[src/hw/rtl/ppsf_pkg.sv]
// shared types, constants and register codes for the pulse period speed filter
package ppsf_pkg;

    localparam int TIME_W     = 32;
    localparam int DEB_W      = 16;
    localparam int MINP_W     = 20;
    localparam int STOP_W     = 32;
    localparam int SCALE_W    = 36;
    localparam int SPEED_W    = 16;
    localparam int CFG_ADDR_W = 2;
    localparam int CFG_DATA_W = 36;
    localparam int CNT_W      = 32;

    localparam int DIV_STEPS  = SCALE_W;
    localparam int DIV_CNT_W  = $clog2(DIV_STEPS);

    localparam int MUL_A_W    = SCALE_W + 6;
    localparam int MUL_B_W    = SPEED_W + 8;
    localparam int SUM_W      = MUL_A_W + 1;

    localparam logic [CFG_ADDR_W-1:0] REG_DEBOUNCE = 2'd0;
    localparam logic [CFG_ADDR_W-1:0] REG_MIN_PER  = 2'd1;
    localparam logic [CFG_ADDR_W-1:0] REG_STOP_TO  = 2'd2;
    localparam logic [CFG_ADDR_W-1:0] REG_SCALE    = 2'd3;

    localparam logic [DEB_W-1:0]   DEBOUNCE_RST = 16'd500;
    localparam logic [MINP_W-1:0]  MIN_PER_RST  = 20'd0;
    localparam logic [STOP_W-1:0]  STOP_TO_RST  = 32'd2000000;
    localparam logic [SCALE_W-1:0] SCALE_RST    = 36'd0;

    localparam logic [SPEED_W-1:0] SPEED_MAX = 16'd64000;
    localparam logic [SPEED_W-1:0] LOW_SPEED = 16'd1280;
    localparam logic [SCALE_W-1:0] SPIKE_RAW = 36'd40960;

    localparam logic [5:0] RISE_RAW_W = 6'd51;
    localparam logic [7:0] RISE_CUR_W = 8'd205;

    localparam logic KIND_EDGE = 1'b0;
    localparam logic KIND_TICK = 1'b1;

    typedef struct packed {
        logic [DEB_W-1:0]   debounce_us;
        logic [MINP_W-1:0]  min_period_us;
        logic [STOP_W-1:0]  stop_timeout_us;
        logic [SCALE_W-1:0] speed_scale;
    } cfg_t;

    typedef struct packed {
        logic               start;
        logic [SCALE_W-1:0] dividend;
        logic [TIME_W-1:0]  divisor;
    } div_req_t;

    typedef struct packed {
        logic               done;
        logic [SCALE_W-1:0] quotient;
    } div_rsp_t;

    typedef struct packed {
        logic               valid;
        logic [SPEED_W-1:0] speed;
        logic               taken;
    } res_t;

endpackage

[src/hw/rtl/pulse_period_speed_filter.sv]
// Wheel pulse speedometer: sensor edge and update tick beats, each with a microsecond
// timestamp, produce one result beat carrying the filtered speed (Q8 kph) and a flag
// telling whether an edge was taken as a pulse. One beat is processed at a time and
// s_tready is low while it is in work. Edge beats and ticks that need no new speed
// go from accept through S_EVAL and S_DEC to S_OUT; a tick with a fresh period runs
// a 36-step serial divider for speed_scale / period, then S_MUL and, if rising, S_SUM.
// The result register lets a new beat be accepted while the previous result waits.
// Configuration writes are to be made only while idle; the block does not enforce it.
module pulse_period_speed_filter
    import ppsf_pkg::*;
(
    input  logic                  aclk,
    input  logic                  aresetn,
    input  logic                  cfg_wr_en,
    input  logic [CFG_ADDR_W-1:0] cfg_addr,
    input  logic [CFG_DATA_W-1:0] cfg_wdata,
    input  logic                  s_tvalid,
    output logic                  s_tready,
    input  logic [31:0]           s_tdata,   // time_us[31:0]
    input  logic                  s_tuser,   // kind
    output logic                  m_tvalid,
    input  logic                  m_tready,
    output logic [15:0]           m_tdata,   // speed_q8[15:0]
    output logic                  m_tuser    // pulse_taken
);

    cfg_t         cfg_reg;
    res_t         res;
    div_req_t     div_req;
    div_rsp_t     div_rsp;
    logic         out_free;
    logic         m_tvalid_reg;
    logic [15:0]  m_tdata_reg;
    logic         m_tuser_reg;

    always_ff @(posedge aclk) begin
        if (!aresetn) begin
            cfg_reg.debounce_us     <= DEBOUNCE_RST;
            cfg_reg.min_period_us   <= MIN_PER_RST;
            cfg_reg.stop_timeout_us <= STOP_TO_RST;
            cfg_reg.speed_scale     <= SCALE_RST;
        end else if (cfg_wr_en) begin
            case (cfg_addr)
                REG_DEBOUNCE: cfg_reg.debounce_us     <= cfg_wdata[DEB_W-1:0];
                REG_MIN_PER:  cfg_reg.min_period_us   <= cfg_wdata[MINP_W-1:0];
                REG_STOP_TO:  cfg_reg.stop_timeout_us <= cfg_wdata[STOP_W-1:0];
                REG_SCALE:    cfg_reg.speed_scale     <= cfg_wdata[SCALE_W-1:0];
                default: begin
                end
            endcase
        end
    end

    assign out_free = !m_tvalid_reg || m_tready;

    always_ff @(posedge aclk) begin
        if (!aresetn) begin
            m_tvalid_reg <= 1'b0;
        end else if (res.valid) begin
            m_tvalid_reg <= 1'b1;
        end else if (m_tready) begin
            m_tvalid_reg <= 1'b0;
        end
        if (res.valid) begin
            m_tdata_reg <= res.speed;
            m_tuser_reg <= res.taken;
        end
    end

    ppsf_core u_core (
        .aclk     (aclk),
        .aresetn  (aresetn),
        .cfg      (cfg_reg),
        .in_valid (s_tvalid),
        .in_ready (s_tready),
        .in_kind  (s_tuser),
        .in_time  (s_tdata[TIME_W-1:0]),
        .out_free (out_free),
        .res      (res),
        .div_req  (div_req),
        .div_rsp  (div_rsp)
    );

    ppsf_div u_div (
        .aclk    (aclk),
        .aresetn (aresetn),
        .req     (div_req),
        .rsp     (div_rsp)
    );

    assign m_tvalid = m_tvalid_reg;
    assign m_tdata  = m_tdata_reg;
    assign m_tuser  = m_tuser_reg;

endmodule

[src/hw/rtl/ppsf_div.sv]
// serial restoring divider, one quotient bit per cycle
module ppsf_div
    import ppsf_pkg::*;
(
    input  logic     aclk,
    input  logic     aresetn,
    input  div_req_t req,
    output div_rsp_t rsp
);

    logic                 busy_reg, busy_next;
    logic                 done_reg, done_next;
    logic [DIV_CNT_W-1:0] cnt_reg, cnt_next;
    logic [TIME_W-1:0]    rem_reg, rem_next;
    logic [SCALE_W-1:0]   quo_reg, quo_next;
    logic [TIME_W-1:0]    dvs_reg, dvs_next;
    logic [TIME_W:0]      shifted;
    logic [TIME_W:0]      trial;

    assign shifted = {rem_reg, quo_reg[SCALE_W-1]};
    assign trial   = shifted - {1'b0, dvs_reg};

    always_comb begin
        busy_next = busy_reg;
        done_next = 1'b0;
        cnt_next  = cnt_reg;
        rem_next  = rem_reg;
        quo_next  = quo_reg;
        dvs_next  = dvs_reg;
        if (req.start) begin
            busy_next = 1'b1;
            cnt_next  = '0;
            rem_next  = '0;
            quo_next  = req.dividend;
            dvs_next  = req.divisor;
        end else if (busy_reg) begin
            if (shifted >= {1'b0, dvs_reg}) begin
                rem_next = trial[TIME_W-1:0];
                quo_next = {quo_reg[SCALE_W-2:0], 1'b1};
            end else begin
                rem_next = shifted[TIME_W-1:0];
                quo_next = {quo_reg[SCALE_W-2:0], 1'b0};
            end
            cnt_next = cnt_reg + 1'b1;
            if (cnt_reg == DIV_CNT_W'(DIV_STEPS - 1)) begin
                busy_next = 1'b0;
                done_next = 1'b1;
            end
        end
    end

    always_ff @(posedge aclk) begin
        if (!aresetn) begin
            busy_reg <= 1'b0;
            done_reg <= 1'b0;
            cnt_reg  <= '0;
        end else begin
            busy_reg <= busy_next;
            done_reg <= done_next;
            cnt_reg  <= cnt_next;
        end
        rem_reg <= rem_next;
        quo_reg <= quo_next;
        dvs_reg <= dvs_next;
    end

    assign rsp.done     = done_reg;
    assign rsp.quotient = quo_reg;

endmodule

[src/hw/rtl/ppsf_core.sv]
// sequencer with pulse state, timing checks and speed filter
module ppsf_core
    import ppsf_pkg::*;
(
    input  logic              aclk,
    input  logic              aresetn,
    input  cfg_t              cfg,
    input  logic              in_valid,
    output logic              in_ready,
    input  logic              in_kind,
    input  logic [TIME_W-1:0] in_time,
    input  logic              out_free,
    output res_t              res,
    output div_req_t          div_req,
    input  div_rsp_t          div_rsp
);

    localparam logic [2:0] S_IDLE = 3'd0;
    localparam logic [2:0] S_EVAL = 3'd1;
    localparam logic [2:0] S_DEC  = 3'd2;
    localparam logic [2:0] S_DIV  = 3'd3;
    localparam logic [2:0] S_MUL  = 3'd4;
    localparam logic [2:0] S_SUM  = 3'd5;
    localparam logic [2:0] S_OUT  = 3'd6;

    logic [2:0]         state_reg, state_next;
    logic               kind_reg, kind_next;
    logic [TIME_W-1:0]  time_reg, time_next;
    logic [TIME_W-1:0]  gap_e_reg, gap_e_next;
    logic [TIME_W-1:0]  gap_p_reg, gap_p_next;
    logic [TIME_W-1:0]  edge_time_reg, edge_time_next;
    logic               edge_seen_reg, edge_seen_next;
    logic [TIME_W-1:0]  pulse_time_reg, pulse_time_next;
    logic               pulse_seen_reg, pulse_seen_next;
    logic [TIME_W-1:0]  period_reg, period_next;
    logic [CNT_W-1:0]   pulse_total_reg, pulse_total_next;
    logic [CNT_W-1:0]   processed_reg, processed_next;
    logic [SPEED_W-1:0] speed_reg, speed_next;
    logic               taken_reg, taken_next;
    logic [MUL_A_W-1:0] mul_a_reg, mul_a_next;
    logic [MUL_B_W-1:0] mul_b_reg, mul_b_next;

    logic               chatter;
    logic               timed_out;
    logic [SCALE_W-1:0] raw;
    logic               spike;
    logic [SCALE_W:0]   fall_sum;
    logic [SUM_W-1:0]   rise_sum;
    logic [SUM_W-9:0]   rise_val;

    assign chatter   = (gap_e_reg < TIME_W'(cfg.debounce_us)) ||
                       (gap_e_reg < TIME_W'(cfg.min_period_us));
    assign timed_out = !pulse_seen_reg || (gap_p_reg > cfg.stop_timeout_us);
    assign raw       = div_rsp.quotient;
    assign spike     = (speed_reg < LOW_SPEED) && (raw > SPIKE_RAW);
    assign fall_sum  = {1'b0, raw} + (SCALE_W + 1)'(speed_reg);
    assign rise_sum  = SUM_W'(mul_a_reg) + SUM_W'(mul_b_reg);
    assign rise_val  = rise_sum[SUM_W-1:8];

    always_comb begin
        state_next       = state_reg;
        kind_next        = kind_reg;
        time_next        = time_reg;
        gap_e_next       = gap_e_reg;
        gap_p_next       = gap_p_reg;
        edge_time_next   = edge_time_reg;
        edge_seen_next   = edge_seen_reg;
        pulse_time_next  = pulse_time_reg;
        pulse_seen_next  = pulse_seen_reg;
        period_next      = period_reg;
        pulse_total_next = pulse_total_reg;
        processed_next   = processed_reg;
        speed_next       = speed_reg;
        taken_next       = taken_reg;
        mul_a_next       = mul_a_reg;
        mul_b_next       = mul_b_reg;
        div_req.start    = 1'b0;
        div_req.dividend = cfg.speed_scale;
        div_req.divisor  = period_reg;
        case (state_reg)
            S_IDLE: begin
                if (in_valid) begin
                    kind_next  = in_kind;
                    time_next  = in_time;
                    taken_next = 1'b0;
                    state_next = S_EVAL;
                end
            end
            S_EVAL: begin
                gap_e_next = time_reg - edge_time_reg;
                gap_p_next = time_reg - pulse_time_reg;
                state_next = S_DEC;
            end
            S_DEC: begin
                state_next = S_OUT;
                if (kind_reg == KIND_EDGE) begin
                    edge_time_next = time_reg;
                    if (!edge_seen_reg) begin
                        edge_seen_next   = 1'b1;
                        pulse_seen_next  = 1'b1;
                        pulse_time_next  = time_reg;
                        period_next      = '0;
                        pulse_total_next = pulse_total_reg + 1'b1;
                        taken_next       = 1'b1;
                    end else if (!chatter) begin
                        period_next      = timed_out ? '0 : gap_p_reg;
                        pulse_seen_next  = 1'b1;
                        pulse_time_next  = time_reg;
                        pulse_total_next = pulse_total_reg + 1'b1;
                        taken_next       = 1'b1;
                    end
                end else begin
                    if (timed_out) begin
                        speed_next = '0;
                    end else if (pulse_total_reg != processed_reg) begin
                        processed_next = pulse_total_reg;
                        if (period_reg != '0) begin
                            div_req.start = 1'b1;
                            state_next    = S_DIV;
                        end
                    end
                end
            end
            S_DIV: begin
                if (div_rsp.done) begin
                    state_next = S_MUL;
                end
            end
            S_MUL: begin
                state_next = S_OUT;
                if (!spike) begin
                    if (speed_reg == '0) begin
                        speed_next = (raw > SCALE_W'(SPEED_MAX)) ? SPEED_MAX
                                                                 : raw[SPEED_W-1:0];
                    end else if (raw < SCALE_W'(speed_reg)) begin
                        speed_next = fall_sum[SPEED_W:1];
                    end else begin
                        mul_a_next = MUL_A_W'(raw) * MUL_A_W'(RISE_RAW_W);
                        mul_b_next = MUL_B_W'(speed_reg) * MUL_B_W'(RISE_CUR_W);
                        state_next = S_SUM;
                    end
                end
            end
            S_SUM: begin
                speed_next = (rise_val > (SUM_W - 8)'(SPEED_MAX)) ? SPEED_MAX
                                                                 : rise_val[SPEED_W-1:0];
                state_next = S_OUT;
            end
            S_OUT: begin
                if (out_free) begin
                    state_next = S_IDLE;
                end
            end
            default: begin
                state_next = S_IDLE;
            end
        endcase
    end

    always_ff @(posedge aclk) begin
        if (!aresetn) begin
            state_reg       <= S_IDLE;
            edge_time_reg   <= '0;
            edge_seen_reg   <= 1'b0;
            pulse_time_reg  <= '0;
            pulse_seen_reg  <= 1'b0;
            period_reg      <= '0;
            pulse_total_reg <= '0;
            processed_reg   <= '0;
            speed_reg       <= '0;
            taken_reg       <= 1'b0;
        end else begin
            state_reg       <= state_next;
            edge_time_reg   <= edge_time_next;
            edge_seen_reg   <= edge_seen_next;
            pulse_time_reg  <= pulse_time_next;
            pulse_seen_reg  <= pulse_seen_next;
            period_reg      <= period_next;
            pulse_total_reg <= pulse_total_next;
            processed_reg   <= processed_next;
            speed_reg       <= speed_next;
            taken_reg       <= taken_next;
        end
        kind_reg  <= kind_next;
        time_reg  <= time_next;
        gap_e_reg <= gap_e_next;
        gap_p_reg <= gap_p_next;
        mul_a_reg <= mul_a_next;
        mul_b_reg <= mul_b_next;
    end

    assign in_ready  = (state_reg == S_IDLE);
    assign res.valid = (state_reg == S_OUT) && out_free;
    assign res.speed = speed_reg;
    assign res.taken = taken_reg;

`ifndef SYNTHESIS
    a_done_in_div: assert property (@(posedge aclk) disable iff (!aresetn)
        div_rsp.done |-> (state_reg == S_DIV))
        else $error("divider finished outside the divide wait");

    a_div_waits: assert property (@(posedge aclk) disable iff (!aresetn)
        (state_reg == S_DIV && !div_rsp.done) |=> (state_reg == S_DIV))
        else $error("left divide wait before quotient was ready");

    a_speed_max: assert property (@(posedge aclk) disable iff (!aresetn)
        (state_reg == S_OUT) |-> (speed_reg <= SPEED_MAX))
        else $error("speed above clamp limit");

    a_tick_no_take: assert property (@(posedge aclk) disable iff (!aresetn)
        (state_reg == S_OUT && kind_reg == KIND_TICK) |-> !taken_reg)
        else $error("tick beat flagged as taken pulse");

    a_out_return: assert property (@(posedge aclk) disable iff (!aresetn)
        res.valid |=> (state_reg == S_IDLE))
        else $error("sequencer did not return to idle after result");
`endif

endmodule
[config.mk]
export PLATFORM = sky130hd
export DESIGN_NAME = pulse_period_speed_filter
export DESIGN_NICKNAME = d
export VERILOG_FILES = /design/src/hw/rtl/ppsf_pkg.sv /design/src/hw/rtl/pulse_period_speed_filter.sv /design/src/hw/rtl/ppsf_div.sv /design/src/hw/rtl/ppsf_core.sv
export SDC_FILE = /design/constraint.sdc
export NUM_CORES = 2
export LEC_CHECK = 0
export BUFFER_PORTS_ARGS = -buffer_cell sky130_fd_sc_hd__buf_2
export CORE_MARGIN = 3
export CORE_UTILIZATION = 30
export CTS_BUF_LIST = sky130_fd_sc_hd__clkbuf_8
export DETAILED_ROUTE_END_ITERATION = 10
export GPL_TIMING_DRIVEN = 0
export MAX_ROUTING_LAYER = met4
export PLACE_DENSITY = 0.48
export SYNTH_ARGS = -nofsm -noshare
export SYNTH_HDL_FRONTEND = slang
export SYNTH_SLANG_ARGS = --single-unit
[constraint.sdc]
create_clock -name aclk -period 8.2 [get_ports aclk]
set_input_delay 1.64 -clock aclk [delete_from_list [all_inputs] [get_ports aclk]]
set_output_delay 1.64 -clock aclk [all_outputs]
set_load 0.02 [all_outputs]
---- Word level (Yosys, flattened, before mapping) ----
Cells that the tools add are included.
storage, ports and cells
  register bits ........................... 575
  input port bits ......................... 76
  output and inout bits ................... 19
  logic and storage cells ................. 150
operators by class
  add/sub/neg operators ................... 7
  $mul .................................... 2
  magnitude comparators ................... 9
  equality and inequality tests ........... 21
  multiplexer cells ....................... 46
  bitwise logic cells ..................... 7
  reduce and logical (&&, ||, !) cells .... 29
operators by type and width
  kind                   number
  $mux 32                8
  $mux 16                7
  $sub 32x32->32         3
  $gt 36x16->1 const B   2
  $mux 36                2
  $pmux 16 s3            1
  $add 42x24->43         1
  $mul 36x6->42 const B  1
  $lt 36x16->1           1
  $gt 35x16->1 const B   1
  $ge 33x32->1           1
  $add 32x1->32 const B  1
  $gt 32x32->1           1
  $lt 32x16->1           1
  $lt 32x20->1           1
  $ne 32x32->1           1
  $reduce_bool 32->1     1
  $mux 3                 9
  $mul 16x8->24 const B  1
  $pmux 3 s7             1
  $add 17x16->17         1
  $logic_not 16->1       1
  $lt 16x11->1 const B   1
  $mux 1                 16
  other kinds (27)       57

---- Longest topological paths before layout ----
  depth after elaboration ................. 7
  gate-level depth with buffers ........... 18

---- By module ----
Synthesis repeated with hierarchy kept, for this count alone.
unflattened totals
  cell total of the unflattened synthesis .. 4172
  area total of the unflattened synthesis .. 39320.2 sq um
by module, submodules not included
  module                     instances  cells each  area each (sq um)
  ppsf_core                  1          3141        28527.4
  ppsf_div                   1          613         6249.7
  pulse_period_speed_filter  1          418         4543.1

---- Least setup slack after synthesis ----
No wires, ideal clock.
  path type ............................... reg2reg
  from .................................... register u_core.state_reg[0]
  to ...................................... register u_core.gap_e_reg[0], enable pin
  setup time .............................. 0.578 ns
  arrival ................................. 5.328 ns
  required time ........................... 7.622 ns
  slack ................................... 2.294 ns
  cell stages (with the launch flop) ...... 3
  buffers on the path ..................... 1
  clock period less this slack ............ 5.906 ns
  cells stage by stage .................... dfxtp_1 > clkbuf_1 > nor3b_1
on the way
  word-level cells in the longest chain between the ends .. 1
RTL lines
  what                    RTL line          text
  from (decl)             ppsf_core.sv:26   logic [2:0] state_reg, state_next;
  from (signal assigned)  ppsf_core.sv:173  state_reg <= state_next;
  $eq 3x1->1              ppsf_core.sv:80   case (state_reg)
  to (signal assigned)    ppsf_core.sv:186  gap_e_reg <= gap_e_next;
  to (decl)               ppsf_core.sv:29   logic [TIME_W-1:0] gap_e_reg, gap_e_next;
Every way passes these cells.
A chain may end at the register's enable or synchronous reset.

---- Final worst setup path ----
  from .................................... register u_div.quo_reg[0]
  to ...................................... register u_core.mul_a_reg[40] (data pin)
on the way
  word-level cells in the longest chain between the ends .. 1
RTL lines
  what                    RTL line          text
  from (decl)             ppsf_div.sv:15    logic [SCALE_W-1:0] quo_reg, quo_next;
  from (signal assigned)  ppsf_div.sv:63    quo_reg <= quo_next;
  $mul 36x6->42           ppsf_core.sv:138  mul_a_next = MUL_A_W'(raw) * MUL_A_W'(RISE_RAW_W);
  to (signal assigned)    ppsf_core.sv:188  mul_a_reg <= mul_a_next;
  to (decl)               ppsf_core.sv:40   logic [MUL_A_W-1:0] mul_a_reg, mul_a_next;
Every way passes these cells.

==> impl_metrics.env <==
export IMPL_status="completed"
export IMPL_core_rowCount=129
export IMPL_clk_latency_ps=800
export IMPL_hpwlAfterDp_um=87540
export IMPL_syn_num_nets=4711
export IMPL_power_density_mw_per_mm2=217.0
export IMPL_required_ps=8710
export IMPL_drc_errors=0
export IMPL_min_path_type="register to register"
export IMPL_grt_start_max_net_pins=33
export IMPL_maxCapViolCount=0
export IMPL_multi_input_area_mm2=0.02156
export IMPL_grt_pass1_wl_um=170800
export IMPL_p_leak_uw=0.01798
export IMPL_htreeDepth=3
export IMPL_fillers=12938
export IMPL_postRouteAntennaNets=0
export IMPL_rsz0062_at_grt="no"
export IMPL_fin_total_pwr_uw=9296
export IMPL_drive_gt1_share_pct=7.572
export IMPL_num_io_pins=95
export IMPL_antenna_found_initial=11
export IMPL_synth_ff_type="dfxtp_1"
export IMPL_routed_wl_um=110500
export IMPL_portBuffers=93
export IMPL_max_freq_mhz=173.0
export IMPL_final_common_cell="nand2_1"
export IMPL_setup_worst_path_start_class="register"
export IMPL_end_kind="register"
export IMPL_clk_pin_slew_ps=60
export IMPL_fin_area_mm2=0.04283
export IMPL_synth_edf_count=248
export IMPL_areaGrowthSynthToFinish_pct=13.15
export IMPL_vias=29530
export IMPL_irDropWorstVdd_v=0.0001717
export IMPL_hold_viol=0
export IMPL_ys_warn_count=0
export IMPL_min_period_ps=5781
export IMPL_die_y_um=361.2
export IMPL_wl_per_cell_um=18.25
export IMPL_synthCells=4112
export IMPL_dpl_instance_area_mm2=0.04059
export IMPL_cts_resized=0
export IMPL_tightestPinTransition_ps=1219
export IMPL_worst_setup_path_type="register to register"
export IMPL_cts_buffers=101
export IMPL_cts_path_max_buffers=3
export IMPL_report_final_slew_viol_count=0
export IMPL_postCtsHoldBufs=0
export IMPL_slew_headroom_pct=17.88
export IMPL_clock_skew_ps=44.92
export IMPL_initial_core_util_pct=30.42
export IMPL_avgViaCountPerCell=4.878
export IMPL_largest_reg_flops=104
export IMPL_gp_congestion=0.9140
export IMPL_first_pass_iters=5
export IMPL_synthDistinctLibCells=89
export IMPL_die_width_um=361.2
export IMPL_async_flop_share_pct=0
export IMPL_grt_total_usage_pct=17.21
export IMPL_clock_sinks=575
export IMPL_path_max_fanout=7
export IMPL_final_cell_mix="563 x nand2_1, 487 x inv_1, 419 x ha_1"
export IMPL_grt_pass1_vias=29476
export IMPL_avgSynthCellArea_um2=9.206
export IMPL_period_share_pct=70.50
export IMPL_arrival_ps=6290
export IMPL_ys_ff_latch=575
export IMPL_cts_setup_buffers=0
export IMPL_dr_first_iter_drc_count=1772
export IMPL_nets=4922
export IMPL_ys_seq_area_share_pct=36.97
export IMPL_root_buffer="clkbuf_8"
export IMPL_cts_tree="yes"
export IMPL_setup_viol=0
export IMPL_seq_area_mm2=0.01399
export IMPL_syn_area_mm2=0.03786
export IMPL_core_area_mm2=0.1244
export IMPL_fp_dieArea_mm2=0.1305
export IMPL_utilization_pct=34.42
export IMPL_grt_ovfl_total=0
-- cells in the mapped netlist (8+ instances only) --
cell / instances / area share, %
o21a_1: 32 / 0.63
a21o_1: 84 / 1.7
a41oi_1: 9 / 0.21
a221oi_1: 8 / 0.19
edfxtp_1: 248 / 20
or2_2: 13 / 0.21
nor4_1: 39 / 0.64
and3_1: 33 / 0.55
xnor2_1: 125 / 2.9
clkbuf_1: 121 / 1.2
nor2b_1: 34 / 0.56
o22ai_1: 11 / 0.18
o21ai_0: 136 / 1.8
xor2_1: 81 / 1.9
and2_1: 11 / 0.18
nor3_1: 44 / 0.58
nand2_1: 563 / 5.6
mux2i_1: 134 / 3.5
ha_1: 419 / 14
or3_1: 12 / 0.20
buf_2: 11 / 0.15
nand3_1: 61 / 0.81
a211oi_1: 36 / 0.71
a31oi_1: 23 / 0.38
or4_1: 9 / 0.18
o21bai_1: 22 / 0.44
nor2_1: 236 / 2.3
o21ai_1: 11 / 0.15
fa_1: 104 / 5.5
and4_1: 13 / 0.30
a21oi_1: 315 / 4.2
o41ai_1: 10 / 0.23
o211ai_1: 31 / 0.61
nand2b_1: 53 / 0.88
o31ai_1: 15 / 0.30
inv_1: 463 / 4.6
nand4_1: 56 / 0.93
o311ai_0: 14 / 0.32
dfxtp_1: 327 / 17
-- path summary, 6_finish.rpt --
path	start	end	slack (ps)	depth (start not counted)
worst min-delay path	u_core.period_reg[11]	u_div.dvs_reg[11]	440	0
worst max register to register	u_div.quo_reg[0]	u_core.mul_a_reg[40]	2420	18
worst min register to register	u_core.period_reg[11]	u_div.dvs_reg[11]	440	0
worst max-delay path	u_div.quo_reg[0]	u_core.mul_a_reg[40]	2420	18
-- layout make-up --
| class | instances | area share [%] |
|---|---|---|
| Antenna cell | 6 | 0.03505 |
| Tap cell | 1637 | 4.782 |
| Buffer | 144 | 1.385 |
| Timing Repair Buffer | 108 | 1.537 |
| Sequential cell | 575 | 32.67 |
| Multi-Input combinational cell | 2929 | 50.34 |
| Clock buffer | 113 | 3.631 |
| Clock inverter | 78 | 1.557 |
| Inverter | 464 | 4.066 |
-- power breakdown --
part           internal, uW  switching (uW)  total [uW]
clock                  1610            1340        2950
combinational          1090            1640        2730
sequential             3370             244        3610
total                  6060            3230        9300
-- per-stage QoR --
step	hold slack [ps]	setup WS (ps)	setup TNS, ps	instances
final	440.2	2419	0	6054
after detailed placement	445.6	2410	0	5857
after global routing	429.6	1984	0	6054
after global placement	442.1	-748.4	-69790	5842
after floorplan	409.0	2294	0	4112
after CTS	423.5	2346	0	6048
-- critical path, stage by stage, from the launching register on --
cell and delay (ps):
edfxtp_1 560, inv_1 260, ha_1 440, ha_1 310, inv_1 50, fa_1 500, inv_1 50, ha_1 230
a211oi_1 350, o211ai_1 290, a2111oi_0 730, nor3b_1 190, nor3_1 270, o21ai_1 200, o22ai_1 360, o21ai_0 150
a21oi_1 270, o31ai_1 130, xor2_1 160
-- metal layers --
| metal | global-route usage (%) | wire length, um |
|---|---|---|
| met1 | 22.05 | 51600 |
| met2 | 27.91 | 51090 |
| met4 | 5.630 | 3058 |
| met5 | - | 0 |
| met3 | 2.523 | 4712 |
-- cell families (layout without fill, tap and decap cells) --
kind of cell	Yosys count	in the layout	synth area share (%)
flip-flops	575	575	36.97
XOR/XNOR	206	206	4.766
buffers and inverters	608	907	6.164
adder cells (fa/ha/maj)	523	523	19.35
AND/OR/NAND/NOR	1215	1215	14.83
AO/OA/AOI/OAI	845	845	14.19
other	0	6	0
multiplexers	140	140	3.732
Note: power is estimated with default switching activity, not from simulation.
